`src/hdl/inflight_request_tracker_unit_macros.svh`:
```
// ----------------------------------------------------------------------------
// Inflight request tracker assertion macros
// Shared concurrent check forms, clocked on aclk and gated by reset.
// ----------------------------------------------------------------------------
`ifndef INFLIGHT_REQUEST_TRACKER_UNIT_MACROS_SVH
`define INFLIGHT_REQUEST_TRACKER_UNIT_MACROS_SVH

// same-cycle implication
`define IRT_ASSERT_NOW(lbl, ante, cons) \
    lbl: assert property (@(posedge aclk) disable iff (!aresetn) (ante) |-> (cons)) \
        else $error("%m: check failed");

// next-cycle implication
`define IRT_ASSERT_NEXT(lbl, ante, cons) \
    lbl: assert property (@(posedge aclk) disable iff (!aresetn) (ante) |=> (cons)) \
        else $error("%m: check failed");

`endif

```
`src/hdl/irt_pkg.sv`:
```
// ----------------------------------------------------------------------------
// Inflight request tracker package
// Sizes, status and mode codes, and slot table types.
// ----------------------------------------------------------------------------
package irt_pkg;

    localparam int SLOTS     = 8;
    localparam int TARGETS   = 4;
    localparam int TIME_BITS = 48;
    localparam int GEN_BITS  = 32;
    localparam int TTL_BITS  = 32;
    localparam int TAG_BITS  = 32;
    localparam int SLOT_BITS = (SLOTS > 1) ? $clog2(SLOTS) : 1;
    localparam int PEND_BITS = $clog2(TARGETS + 1);

    localparam logic [TTL_BITS-1:0] TTL_RESET = TTL_BITS'(30000);
    localparam logic [GEN_BITS-1:0] GEN_FIRST = GEN_BITS'(1);

    localparam logic [1:0] MODE_ALLOC = 2'd0;
    localparam logic [1:0] MODE_ACK   = 2'd1;
    localparam logic [1:0] MODE_TICK  = 2'd2;

    localparam logic [2:0] STAT_DONE        = 3'd0;
    localparam logic [2:0] STAT_INVALID     = 3'd1;
    localparam logic [2:0] STAT_FULL        = 3'd2;
    localparam logic [2:0] STAT_NONE_QUEUED = 3'd3;
    localparam logic [2:0] STAT_NO_MATCH    = 3'd4;

    typedef struct packed {
        logic                 used;
        logic [TIME_BITS-1:0] expiry;
        logic [GEN_BITS-1:0]  generation;
        logic [PEND_BITS-1:0] pending;
        logic                 emergency;
        logic [TAG_BITS-1:0]  event_tag;
    } irt_slot_t;

    typedef struct packed {
        logic [SLOT_BITS-1:0] idx;
        logic                 used_we;
        logic                 used;
        logic                 pend_we;
        logic [PEND_BITS-1:0] pending;
        logic                 stamp;
        logic [TIME_BITS-1:0] expiry;
        logic [GEN_BITS-1:0]  generation;
        logic                 emergency;
        logic [TAG_BITS-1:0]  event_tag;
    } irt_slot_wr_t;

endpackage

```
`src/hdl/inflight_request_tracker_unit.sv`:
```
// An invalid item goes straight to the finish state; acknowledge and tick scan every slot, and
// allocate scans every slot and then stamps the chosen one, before the result is registered.
// One slot is compared per cycle through the single scan read port, and the input is not
// ready until the result is handed off, so a new item is taken only after the last is done.
// Reset (aresetn low, synchronous) frees all slots, zeroes the generation counter,
// sets ttl_ms to 30000 and drops any pending result.
// ----------------------------------------------------------------------------
// Inflight request tracker
// Slot table of in-flight requests with allocate, acknowledge and expiry scan.
// ----------------------------------------------------------------------------
`include "inflight_request_tracker_unit_macros.svh"

module inflight_request_tracker_unit (
    input  logic                            aclk,
    input  logic                            aresetn,
    input  logic                            cfg_valid,
    output logic                            cfg_ready,
    input  logic [irt_pkg::TTL_BITS-1:0]    cfg_ttl_ms,
    input  logic                            s_valid,
    output logic                            s_ready,
    input  logic [1:0]                      s_mode,
    input  logic [irt_pkg::TIME_BITS-1:0]   s_now_ms,
    input  logic [2:0]                      s_queued_count,
    input  logic                            s_emergency,
    input  logic [irt_pkg::TAG_BITS-1:0]    s_event_tag,
    input  logic [irt_pkg::GEN_BITS-1:0]    s_ack_generation,
    output logic                            m_valid,
    input  logic                            m_ready,
    output logic [2:0]                      m_status,
    output logic [irt_pkg::GEN_BITS-1:0]    m_generation,
    output logic                            m_completed,
    output logic                            m_emergency_out,
    output logic [irt_pkg::TAG_BITS-1:0]    m_event_tag_out
);
    import irt_pkg::*;

    localparam logic [1:0] FSM_IDLE   = 2'd0;
    localparam logic [1:0] FSM_SCAN   = 2'd1;
    localparam logic [1:0] FSM_STAMP  = 2'd2;
    localparam logic [1:0] FSM_FINISH = 2'd3;

    localparam logic [SLOT_BITS-1:0] LAST_IDX = SLOT_BITS'(SLOTS - 1);

    logic [1:0]           state_reg, state_next;
    logic [SLOT_BITS-1:0] idx_reg, idx_next;
    logic [1:0]           mode_reg, mode_next;
    logic [TIME_BITS-1:0] now_reg, now_next;
    logic [2:0]           queued_reg, queued_next;
    logic                 emerg_reg, emerg_next;
    logic [TAG_BITS-1:0]  tag_reg, tag_next;
    logic [GEN_BITS-1:0]  ackgen_reg, ackgen_next;
    logic [TTL_BITS-1:0]  ttl_reg;
    logic [GEN_BITS-1:0]  gen_cnt_reg, gen_cnt_next;
    logic                 found_reg, found_next;
    logic [SLOT_BITS-1:0] free_idx_reg, free_idx_next;

    logic [2:0]           res_status_reg, res_status_next;
    logic [GEN_BITS-1:0]  res_gen_reg, res_gen_next;
    logic                 res_completed_reg, res_completed_next;
    logic                 res_emerg_reg, res_emerg_next;
    logic [TAG_BITS-1:0]  res_tag_reg, res_tag_next;

    logic                 m_valid_reg, m_valid_next;
    logic [2:0]           m_status_reg, m_status_next;
    logic [GEN_BITS-1:0]  m_gen_reg, m_gen_next;
    logic                 m_completed_reg, m_completed_next;
    logic                 m_emerg_reg, m_emerg_next;
    logic [TAG_BITS-1:0]  m_tag_reg, m_tag_next;

    irt_slot_t            slot;
    irt_slot_wr_t         tbl_wr;
    logic                 expired;
    logic                 gen_hit;
    logic                 in_ok;
    logic [GEN_BITS-1:0]  gen_inc;
    logic [2:0]           queued_sat;
    logic [TIME_BITS:0]   expiry_sum;

    irt_slot_table u_table (
        .aclk    (aclk),
        .aresetn (aresetn),
        .rd_idx  (idx_reg),
        .rd_slot (slot),
        .wr      (tbl_wr)
    );

    assign cfg_ready       = 1'b1;
    assign s_ready         = (state_reg == FSM_IDLE);
    assign m_valid         = m_valid_reg;
    assign m_status        = m_status_reg;
    assign m_generation    = m_gen_reg;
    assign m_completed     = m_completed_reg;
    assign m_emergency_out = m_emerg_reg;
    assign m_event_tag_out = m_tag_reg;

    assign expired    = slot.used && (now_reg >= slot.expiry);
    assign gen_hit    = slot.used && (slot.generation == ackgen_reg) && (slot.pending != '0);
    assign gen_inc    = ((gen_cnt_reg + GEN_BITS'(1)) == '0) ? GEN_FIRST
                                                             : gen_cnt_reg + GEN_BITS'(1);
    assign queued_sat = (queued_reg > 3'(TARGETS)) ? 3'(TARGETS) : queued_reg;
    assign expiry_sum = {1'b0, now_reg} + (TIME_BITS + 1)'(ttl_reg);

    always_comb begin
        unique case (s_mode) inside
            MODE_ALLOC, MODE_TICK: in_ok = (s_now_ms != '0);
            MODE_ACK:              in_ok = (s_ack_generation != '0);
            default:               in_ok = 1'b0;
        endcase
    end

    always_comb begin
        state_next         = state_reg;
        idx_next           = idx_reg;
        mode_next          = mode_reg;
        now_next           = now_reg;
        queued_next        = queued_reg;
        emerg_next         = emerg_reg;
        tag_next           = tag_reg;
        ackgen_next        = ackgen_reg;
        gen_cnt_next       = gen_cnt_reg;
        found_next         = found_reg;
        free_idx_next      = free_idx_reg;
        res_status_next    = res_status_reg;
        res_gen_next       = res_gen_reg;
        res_completed_next = res_completed_reg;
        res_emerg_next     = res_emerg_reg;
        res_tag_next       = res_tag_reg;
        m_valid_next       = m_valid_reg && !m_ready;
        m_status_next      = m_status_reg;
        m_gen_next         = m_gen_reg;
        m_completed_next   = m_completed_reg;
        m_emerg_next       = m_emerg_reg;
        m_tag_next         = m_tag_reg;
        tbl_wr             = '0;

        unique case (state_reg)
            FSM_IDLE: begin
                if (s_valid) begin
                    mode_next          = s_mode;
                    now_next           = s_now_ms;
                    queued_next        = s_queued_count;
                    emerg_next         = s_emergency;
                    tag_next           = s_event_tag;
                    ackgen_next        = s_ack_generation;
                    idx_next           = '0;
                    found_next         = 1'b0;
                    free_idx_next      = '0;
                    res_status_next    = STAT_INVALID;
                    res_gen_next       = '0;
                    res_completed_next = 1'b0;
                    res_emerg_next     = 1'b0;
                    res_tag_next       = '0;
                    state_next         = in_ok ? FSM_SCAN : FSM_FINISH;
                end
            end
            FSM_SCAN: begin
                tbl_wr.idx = idx_reg;
                if (mode_reg == MODE_ACK) begin
                    if (gen_hit && !found_reg) begin
                        found_next         = 1'b1;
                        tbl_wr.pend_we     = 1'b1;
                        tbl_wr.pending     = slot.pending - PEND_BITS'(1);
                        res_status_next    = STAT_DONE;
                        res_gen_next       = ackgen_reg;
                        res_emerg_next     = slot.emergency;
                        res_tag_next       = slot.event_tag;
                        if (slot.pending == PEND_BITS'(1)) begin
                            tbl_wr.used_we     = 1'b1;
                            tbl_wr.used        = 1'b0;
                            res_completed_next = 1'b1;
                        end
                    end
                end else begin
                    if (expired) begin
                        tbl_wr.used_we = 1'b1;
                        tbl_wr.used    = 1'b0;
                    end
                    if (mode_reg == MODE_ALLOC && !found_reg && (!slot.used || expired)) begin
                        found_next    = 1'b1;
                        free_idx_next = idx_reg;
                    end
                end
                if (idx_reg == LAST_IDX) begin
                    if (mode_reg == MODE_ALLOC) begin
                        state_next = FSM_STAMP;
                    end else begin
                        state_next = FSM_FINISH;
                        if (mode_reg == MODE_TICK) begin
                            res_status_next = STAT_DONE;
                        end else if (!found_next) begin
                            res_status_next = STAT_NO_MATCH;
                        end
                    end
                end else begin
                    idx_next = idx_reg + SLOT_BITS'(1);
                end
            end
            FSM_STAMP: begin
                state_next = FSM_FINISH;
                if (!found_reg) begin
                    res_status_next = STAT_FULL;
                end else begin
                    gen_cnt_next = gen_inc;
                    if (queued_sat == 3'd0) begin
                        res_status_next = STAT_NONE_QUEUED;
                    end else begin
                        tbl_wr.idx        = free_idx_reg;
                        tbl_wr.used_we    = 1'b1;
                        tbl_wr.used       = 1'b1;
                        tbl_wr.pend_we    = 1'b1;
                        tbl_wr.pending    = PEND_BITS'(queued_sat);
                        tbl_wr.stamp      = 1'b1;
                        tbl_wr.expiry     = expiry_sum[TIME_BITS] ? '1
                                                                  : expiry_sum[TIME_BITS-1:0];
                        tbl_wr.generation = gen_inc;
                        tbl_wr.emergency  = emerg_reg;
                        tbl_wr.event_tag  = emerg_reg ? tag_reg : '0;
                        res_status_next   = STAT_DONE;
                        res_gen_next      = gen_inc;
                        res_emerg_next    = emerg_reg;
                        res_tag_next      = emerg_reg ? tag_reg : '0;
                    end
                end
            end
            FSM_FINISH: begin
                if (!m_valid_reg || m_ready) begin
                    m_valid_next     = 1'b1;
                    m_status_next    = res_status_reg;
                    m_gen_next       = res_gen_reg;
                    m_completed_next = res_completed_reg;
                    m_emerg_next     = res_emerg_reg;
                    m_tag_next       = res_tag_reg;
                    state_next       = FSM_IDLE;
                end
            end
            default: begin
                state_next = FSM_IDLE;
            end
        endcase
    end

    always_ff @(posedge aclk) begin
        if (!aresetn) begin
            state_reg   <= FSM_IDLE;
            idx_reg     <= '0;
            found_reg   <= 1'b0;
            gen_cnt_reg <= '0;
            ttl_reg     <= TTL_RESET;
            m_valid_reg <= 1'b0;
        end else begin
            state_reg   <= state_next;
            idx_reg     <= idx_next;
            found_reg   <= found_next;
            gen_cnt_reg <= gen_cnt_next;
            m_valid_reg <= m_valid_next;
            if (cfg_valid && cfg_ready) begin
                ttl_reg <= cfg_ttl_ms;
            end
        end
    end

    always_ff @(posedge aclk) begin
        mode_reg          <= mode_next;
        now_reg           <= now_next;
        queued_reg        <= queued_next;
        emerg_reg         <= emerg_next;
        tag_reg           <= tag_next;
        ackgen_reg        <= ackgen_next;
        free_idx_reg      <= free_idx_next;
        res_status_reg    <= res_status_next;
        res_gen_reg       <= res_gen_next;
        res_completed_reg <= res_completed_next;
        res_emerg_reg     <= res_emerg_next;
        res_tag_reg       <= res_tag_next;
        m_status_reg      <= m_status_next;
        m_gen_reg         <= m_gen_next;
        m_completed_reg   <= m_completed_next;
        m_emerg_reg       <= m_emerg_next;
        m_tag_reg         <= m_tag_next;
    end

    `IRT_ASSERT_NOW(a_idx_stamp, state_reg == FSM_STAMP, idx_reg == LAST_IDX)
    `IRT_ASSERT_NOW(a_stamp_free, tbl_wr.stamp, found_reg && state_reg == FSM_STAMP)
    `IRT_ASSERT_NOW(a_completed_done, m_valid && m_completed, m_status == STAT_DONE)
    `IRT_ASSERT_NEXT(a_gen_nonzero, state_reg == FSM_STAMP && found_reg, gen_cnt_reg != '0)

endmodule

```
`src/hdl/irt_slot_table.sv`:
```
// ----------------------------------------------------------------------------
// Inflight request tracker slot table
// Slot registers with one scan read port and one write port.
// ----------------------------------------------------------------------------
module irt_slot_table (
    input  logic                            aclk,
    input  logic                            aresetn,
    input  logic [irt_pkg::SLOT_BITS-1:0]   rd_idx,
    output irt_pkg::irt_slot_t              rd_slot,
    input  irt_pkg::irt_slot_wr_t           wr
);
    import irt_pkg::*;

    logic                 used_reg      [SLOTS];
    logic [TIME_BITS-1:0] expiry_reg    [SLOTS];
    logic [GEN_BITS-1:0]  generation_reg[SLOTS];
    logic [PEND_BITS-1:0] pending_reg   [SLOTS];
    logic                 emergency_reg [SLOTS];
    logic [TAG_BITS-1:0]  event_tag_reg [SLOTS];

    always_ff @(posedge aclk) begin
        if (!aresetn) begin
            for (int i = 0; i < SLOTS; i++) begin
                used_reg[i] <= 1'b0;
            end
        end else if (wr.used_we) begin
            used_reg[wr.idx] <= wr.used;
        end
    end

    always_ff @(posedge aclk) begin
        if (wr.pend_we) begin
            pending_reg[wr.idx] <= wr.pending;
        end
        if (wr.stamp) begin
            expiry_reg[wr.idx]     <= wr.expiry;
            generation_reg[wr.idx] <= wr.generation;
            emergency_reg[wr.idx]  <= wr.emergency;
            event_tag_reg[wr.idx]  <= wr.event_tag;
        end
    end

    always_comb begin
        rd_slot.used       = used_reg[rd_idx];
        rd_slot.expiry     = expiry_reg[rd_idx];
        rd_slot.generation = generation_reg[rd_idx];
        rd_slot.pending    = pending_reg[rd_idx];
        rd_slot.emergency  = emergency_reg[rd_idx];
        rd_slot.event_tag  = event_tag_reg[rd_idx];
    end

endmodule

```
`config.mk`:
```
export PLATFORM = sky130hd
export DESIGN_NAME = inflight_request_tracker_unit
export DESIGN_NICKNAME = d
export VERILOG_FILES = /design/src/hdl/irt_pkg.sv /design/src/hdl/inflight_request_tracker_unit.sv /design/src/hdl/irt_slot_table.sv
export VERILOG_INCLUDE_DIRS = /design/src /design/src/hdl
export SDC_FILE = /design/constraint.sdc
export NUM_CORES = 1
export LEC_CHECK = 0
export BUFFER_PORTS_ARGS = -buffer_cell sky130_fd_sc_hd__buf_2
export CAP_MARGIN = 0
export CORE_MARGIN = 1.5
export CORE_UTILIZATION = 45
export DETAILED_ROUTE_END_ITERATION = 16
export GPL_ROUTABILITY_DRIVEN = 1
export HOLD_SLACK_MARGIN = 0.12
export PLACE_DENSITY = 0.71
export RECOVER_POWER = 50
export SKIP_LAST_GASP = 1
export SYNTH_ARGS = -nofsm -noshare
export SYNTH_HDL_FRONTEND = slang
export SYNTH_SLANG_ARGS = --single-unit
```
`constraint.sdc`:
```
create_clock -name aclk -period 14.9 [get_ports aclk]
set_clock_uncertainty 0.05 [all_clocks]
set_input_delay 2.98 -clock aclk [delete_from_list [all_inputs] [get_ports aclk]]
set_output_delay 2.98 -clock aclk [all_outputs]
set_load 0.05 [all_outputs]
```
# Yosys cells after proc, flatten, opt, wreduce, memory -nomap -nowiden
# Memories as Yosys holds them, arrays and structs flattened. A register that Yosys moved wholly into a read port is not among the register bits.
# Cells that the tools add are included.
[op_classes] addsub=4 order_cmp=2 n_eq_ne=21 n_mux=87 n_reduce_logical=35
[op_table] op="$mux 32" n=11
[op_table] op="$mux 123" n=2
[op_table] op="$pmux 32 s3" n=2
[op_table] op="$mux 114" n=1
[op_table] op="$mux 3" n=26
[op_table] op="$add 48x32->49" n=1
[op_table] op="$ge 48x48->1" n=1
[op_table] op="$mux 48" n=1
[op_table] op="$reduce_bool 48->1" n=1
[op_table] op="$add 32x1->32 const B" n=1
[op_table] op="$eq 32x32->1" n=1
[op_table] op="$logic_not 32->1" n=1
[op_table] op="$reduce_bool 32->1" n=1
[op_table] op="$mux 1" n=25
[op_table] op="$ne 2x2->1 const B" n=11
[op_table] op="$pmux 9 s2" n=1
[op_table] op="$mux 2" n=8
[op_table] op="$pmux 3 s2" n=2
[op_table] op="$reduce_and 2->1" n=5
[op_table] op="$pmux 3 s3" n=1
[op_table] op="$eq 2x2->1 const B" n=4
[op_table] op="$pmux 2 s4" n=1
[op_table] op="$logic_and 1x1->1" n=7
[op_table] op="$eq 2x1->1 const B" n=3
[op_table] op="21 further kinds" n=31
[word_totals] regBits=330 ramBits=936 inputBits=155 word_cells=178 memories=6
[memory_table] name="u_table.expiry_reg" depth=8 width=48 rd=1 rd_ports_with_merged_regs=1 wr=1 line_no="irt_slot_table.sv:15" rtl="logic [TIME_BITS-1:0] expiry_reg [SLOTS];"
[memory_table] name="u_table.event_tag_reg" depth=8 width=32 rd=1 rd_ports_with_merged_regs=1 wr=1 line_no="irt_slot_table.sv:19" rtl="logic [TAG_BITS-1:0] event_tag_reg [SLOTS];"
[memory_table] name="u_table.generation_reg" depth=8 width=32 rd=1 rd_ports_with_merged_regs=1 wr=1 line_no="irt_slot_table.sv:16" rtl="logic [GEN_BITS-1:0] generation_reg[SLOTS];"
[memory_table] name="u_table.pending_reg" depth=8 width=3 rd=1 rd_ports_with_merged_regs=1 wr=1 line_no="irt_slot_table.sv:17" rtl="logic [PEND_BITS-1:0] pending_reg [SLOTS];"
[memory_table] name="u_table.emergency_reg" depth=8 width=1 rd=1 rd_ports_with_merged_regs=1 wr=1 line_no="irt_slot_table.sv:18" rtl="logic emergency_reg [SLOTS];"
[memory_table] name="u_table.used_reg" depth=8 width=1 rd=1 rd_ports_with_merged_regs=1 wr=8 line_no="irt_slot_table.sv:14" rtl="logic used_reg [SLOTS];"

# Longest topological paths before layout
[depth] word_depth=12 mapped_depth=19

# Modules after synthesis
# Synthesis repeated with hierarchy kept, for this count alone.
[unflattened] hier_cells=3023 hier_area_um2=53147.2
[modules_own_cells] module="irt_slot_table" instances=1 cells_per_inst=1406 area_each_um2=35335.1 seq_area_each_um2=28026.9
[modules_own_cells] module="inflight_request_tracker_unit" instances=1 cells_per_inst=1617 area_each_um2=17812.1 seq_area_each_um2=9198.8

# Worst setup path after synthesis
# No wires, ideal clock.
[synth_timing] path_type="register -> register" from="register state_reg[0]" to="memory u_table.emergency_reg[4], enable pin" setup_time_ns=0.588 arrival_time_ns=6.602 t_required_ns=14.262 setup_slack_ns=7.660 path_stages_with_launch=11 period_less_slack_ns=7.240 cell_sequence="dfxtp_1 inv_1 ha_1 and2_1 clkbuf_1 and2_1 clkbuf_1 a21oi_1 nor2b_1 nand3_1 nor2_1"
[synth_between] elab_chain_len=4
[synth_rtl] element="start, declared" line_no="inflight_request_tracker_unit.sv:44" rtl="logic [1:0] state_reg, state_next;"
[synth_rtl] element="start signal, assigned" line_no="inflight_request_tracker_unit.sv:251" rtl="state_reg <= state_next;"
[synth_rtl] element="$eq 2x2->1" line_no="inflight_request_tracker_unit.sv:136" rtl="unique case (state_reg)"
[synth_rtl] element="$mux 114" line_no="inflight_request_tracker_unit.sv:136"
[synth_rtl] element="$mux 1" line_no="irt_slot_table.sv:35" rtl="if (wr.stamp) begin"
[synth_rtl] element="$mux 1 (implied by the code)" line_no="irt_slot_table.sv:38" rtl="emergency_reg[wr.idx] <= wr.emergency;"
[synth_rtl] element="end, declared" line_no="irt_slot_table.sv:18"
# Parallel ways exist; a longest one is shown, timed or not.

# Worst setup path after layout
[layout_timing] from="input s_valid" to="register found_reg"
[layout_between] elab_chain_len=2
[layout_rtl] element="start, declared" line_no="inflight_request_tracker_unit.sv:19" rtl="input logic s_valid,"
[layout_rtl] element="$ne 2x2->1 (no line)"
[layout_rtl] element="$reduce_and 2->1 (no line)"
[layout_rtl] element="end signal, assigned" line_no="inflight_request_tracker_unit.sv:253" rtl="found_reg <= found_next;"
[layout_rtl] element="end, declared" line_no="inflight_request_tracker_unit.sv:54" rtl="logic found_reg, found_next;"
# Every way passes these cells.
# A chain may end at the register's enable or synchronous reset.

==> out/results.ini <==
[clock_network]
htreeDepth=4
holdBufCountCts=0
clk_pin_slew_ns=0.06
clock_sinks=1269
cts_resized=0
cts_buffers=135
clock_latency_ns=0.74
cts-root-buf=clkbuf_16
tritoncts=yes
clock_path_buffers=3
postCtsSetupBuffers=0

[yosys]
synth_ff_type=edfxtp_1
ys_warn_count=0
synth_xor_area_share_pct=1.78
postSynthNetCount=3224
seq_area_frac_synth_pct=71.4
synth-simple-area-share_pct=5.67
avgSynthCellArea_sq_um=17.5
synthCells=2978
async_reset_ff_share_pct=0
synth_mux_area_share_pct=13.0
synth_compound_area_share_pct=4.53
syn_area_sq_um=52200
synth_adder_area_share_pct=2.19
synth_seq_cells=1269
synth_top_family_by_area=multiplexers
synth_edf_count=1187
synth_cell_types=75

[worst_setup_path]
r2r_end=res_gen_reg[1]$_DFFE_PP_
critPathTopFamily=buffers and inverters
crit_top_cell=clkbuf_1
r2r_setup_slack_ns=5.67
path_class=in -> reg
start_kind=primary input
crit_fanout=67
worstSetupEndpointType=flop
rr_worst_depth=12
crit_path_cell_trace=clkbuf_1, and2_0, clkbuf_1, a21oi_1, a41o_1
slowest_stage=clkbuf_1
crit_required_ns=15.48
cp.arrival_ns=9.98
crit_buf_inv=2
slowest_delay_ns=3.36

[timing]
finalSetupTns_ns=0
rsz0062_at_grt=no
drv_slew=832
layout_min_cycle_time_ns=9.40
slew_headroom_pct=-204
tightest_slew_ns=4.57
max_freq_ghz=0.106
min_period_over_period_pct=63.1
setup_viol=0
hold_viol=0

[route]
drt_iter0_drc=2842
postRouteAntennaNets=0
wl_per_cell_um=25.2
drc_errors=0
vias_per_cell=5.81
vias=28200
wl_mm=122
dr.pass1.iters=5

[finish]
largest_reg_flops=384
area_growth_pct=13.0
drive_gt1_share_pct=18.3
finish.instance_area_sq_um=59000
finalNetCount=3476
insertedDiodeCount=0

[power]
p_per_area_nw_per_um2=155
ir_drop_mv=0.130
p_leak_nw=20.5
finalPower_mw=9.12

[floorplanning]
die_h_um=344
core_area_sq_um=115000
initial_core_util_pct=45.6
die_w_um=344
row_count=124
ioPinCount=227
die_area_sq_um=118000

[grt]
antenna_found_initial=2
grt_pass1_wl_mm=180
grt_max_degree=115
grt_usage_pct=20.7
grt.overflow.total=0
grt_pass1_vias=28000

[worst_hold_path]
hp-class=reg -> reg
hold_path_depth=0
min-delay-start=res_gen_reg[8]$_DFFE_PP_
min_to=m_generation[8]$_DFFE_PP_

[placement]
gp_congestion=0.885
hpwlAfterDp_mm=73.4
placed_cell_area_sq_um=55000
io_buffers=225

[run]
drv_cap=22

[outcome]
violations=capacitance limit, slew limit
status=finished, violations left

cell families (layout without fill, tap and decap cells):
family | after synthesis | count (layout)
multiplexers | 393 | 393
AO/OA/AOI/OAI | 355 | 355
buffers and inverters | 176 | 535
AND/OR/NAND/NOR | 587 | 587
flip-flops | 1269 | 1269
adder cells (fa/ha/maj) | 91 | 91
XOR/XNOR | 106 | 106
other | 1 | 1
layout make-up:
cell class / count / area [sq um]
Clock buffer: 172 / 3640
Sequential cell: 1269 / 37300
Tap cell: 1512 / 1890
Inverter: 24 / 90.1
Clock inverter: 72 / 724
Multi-Input combinational cell: 1533 / 14200
Fill cell: 9127 / 55600
Timing Repair Buffer: 267 / 1220
power breakdown:
part | internal, mW | switching [mW]
Sequential | 4.21 | 0.185
Clock | 1.89 | 1.39
Combinational | 0.572 | 0.881
Total | 6.67 | 2.45
per-stage QoR:
| stage | util [%] | hold WS (ns) | setup WS (ns) | std cells |
|---|---|---|---|---|
| after global routing | 51.5 | 0.364 | 4.51 | 4849 |
| after global placement | 48.0 | 0.350 | 8.09 | 4605 |
| after CTS | 51.8 | 0.366 | 7.98 | 4849 |
| after detailed placement | 48.0 | 0.355 | 8.06 | 4605 |
| final | 51.5 | 0.362 | 5.50 | 4849 |
| after floorplan | - | 0.350 | 7.66 | 2978 |
cells in the final DEF (no fill, tap or decap), types with 89 or more instances in the layout:
master     Yosys  routed
buf_2         25      89
clkbuf_16      0     135
a21oi_1       93      93
ha_1          90      89
clkbuf_1      84     178
nand2_1      141     141
nor2_1       138     133
mux4_2       223     223
edfxtp_1    1187    1187
mux2i_1      128     128
how the worst max path moves through the flow:
stage	start	end	cells after the start
after detailed placement	flop	res_tag_reg[3]$_DFFE_PP_	12
after global routing	flop	res_gen_reg[24]$_DFFE_PP_	12
after floorplan	state_reg[0]$_SDFFE_PN0P_	u_table.emergency_reg[4]$_DFFE_PP_	10
final	s_valid	found_reg$_SDFFE_PN0P_	5
after global placement	flop	res_tag_reg[30]$_DFFE_PP_	12
after CTS	flop	res_tag_reg[11]$_DFFE_PP_	12
cell usage after synthesis (11+ instances only):
master	number	area (sq um)
a211oi_1	11	82.6
nand3_1	44	220
mux2_2	42	473
edfxtp_1	1187	35600
nor3_1	28	140
nor2_1	138	518
a31oi_1	15	93.8
and3_1	18	113
o21ai_2	19	166
and2_1	50	313
a21oi_1	93	465
nor4_1	32	200
o31a_1	11	96.3
mux2i_1	128	1280
a21o_1	27	203
nand4_1	33	206
nand2_1	141	529
o21ai_0	59	295
mux4_2	223	5020
clkbuf_1	84	315
dfxtp_1	82	1640
xnor2_1	59	517
a22oi_1	45	338
xor2_1	47	412
buf_2	25	125
inv_1	22	82.6
or3_1	11	68.8
ha_1	90	1130
buf_1	33	124
o21a_1	11	82.6
nor2b_1	52	325
per-layer routing:
layer  up-vias  global-route usage, %  share of wire, %
li1      12400                      -                 -
met4         2                   6.24               2.4
met1     14400                   28.3                41
met5         -                      0             0.011
met2      1158                   33.1                48
met3       172                   4.87               8.4
worst reg2reg max path, delay by kind of cell (launching register included):
kind / cells / cell delay (ns)
AND/OR/NAND/NOR: 5 / 1.08
flip-flops: 1 / 0.83
buffers and inverters: 4 / 5.94
XOR/XNOR: 1 / 0.10
multiplexers: 2 / 0.78
Note: power is estimated with default switching activity, not from simulation.
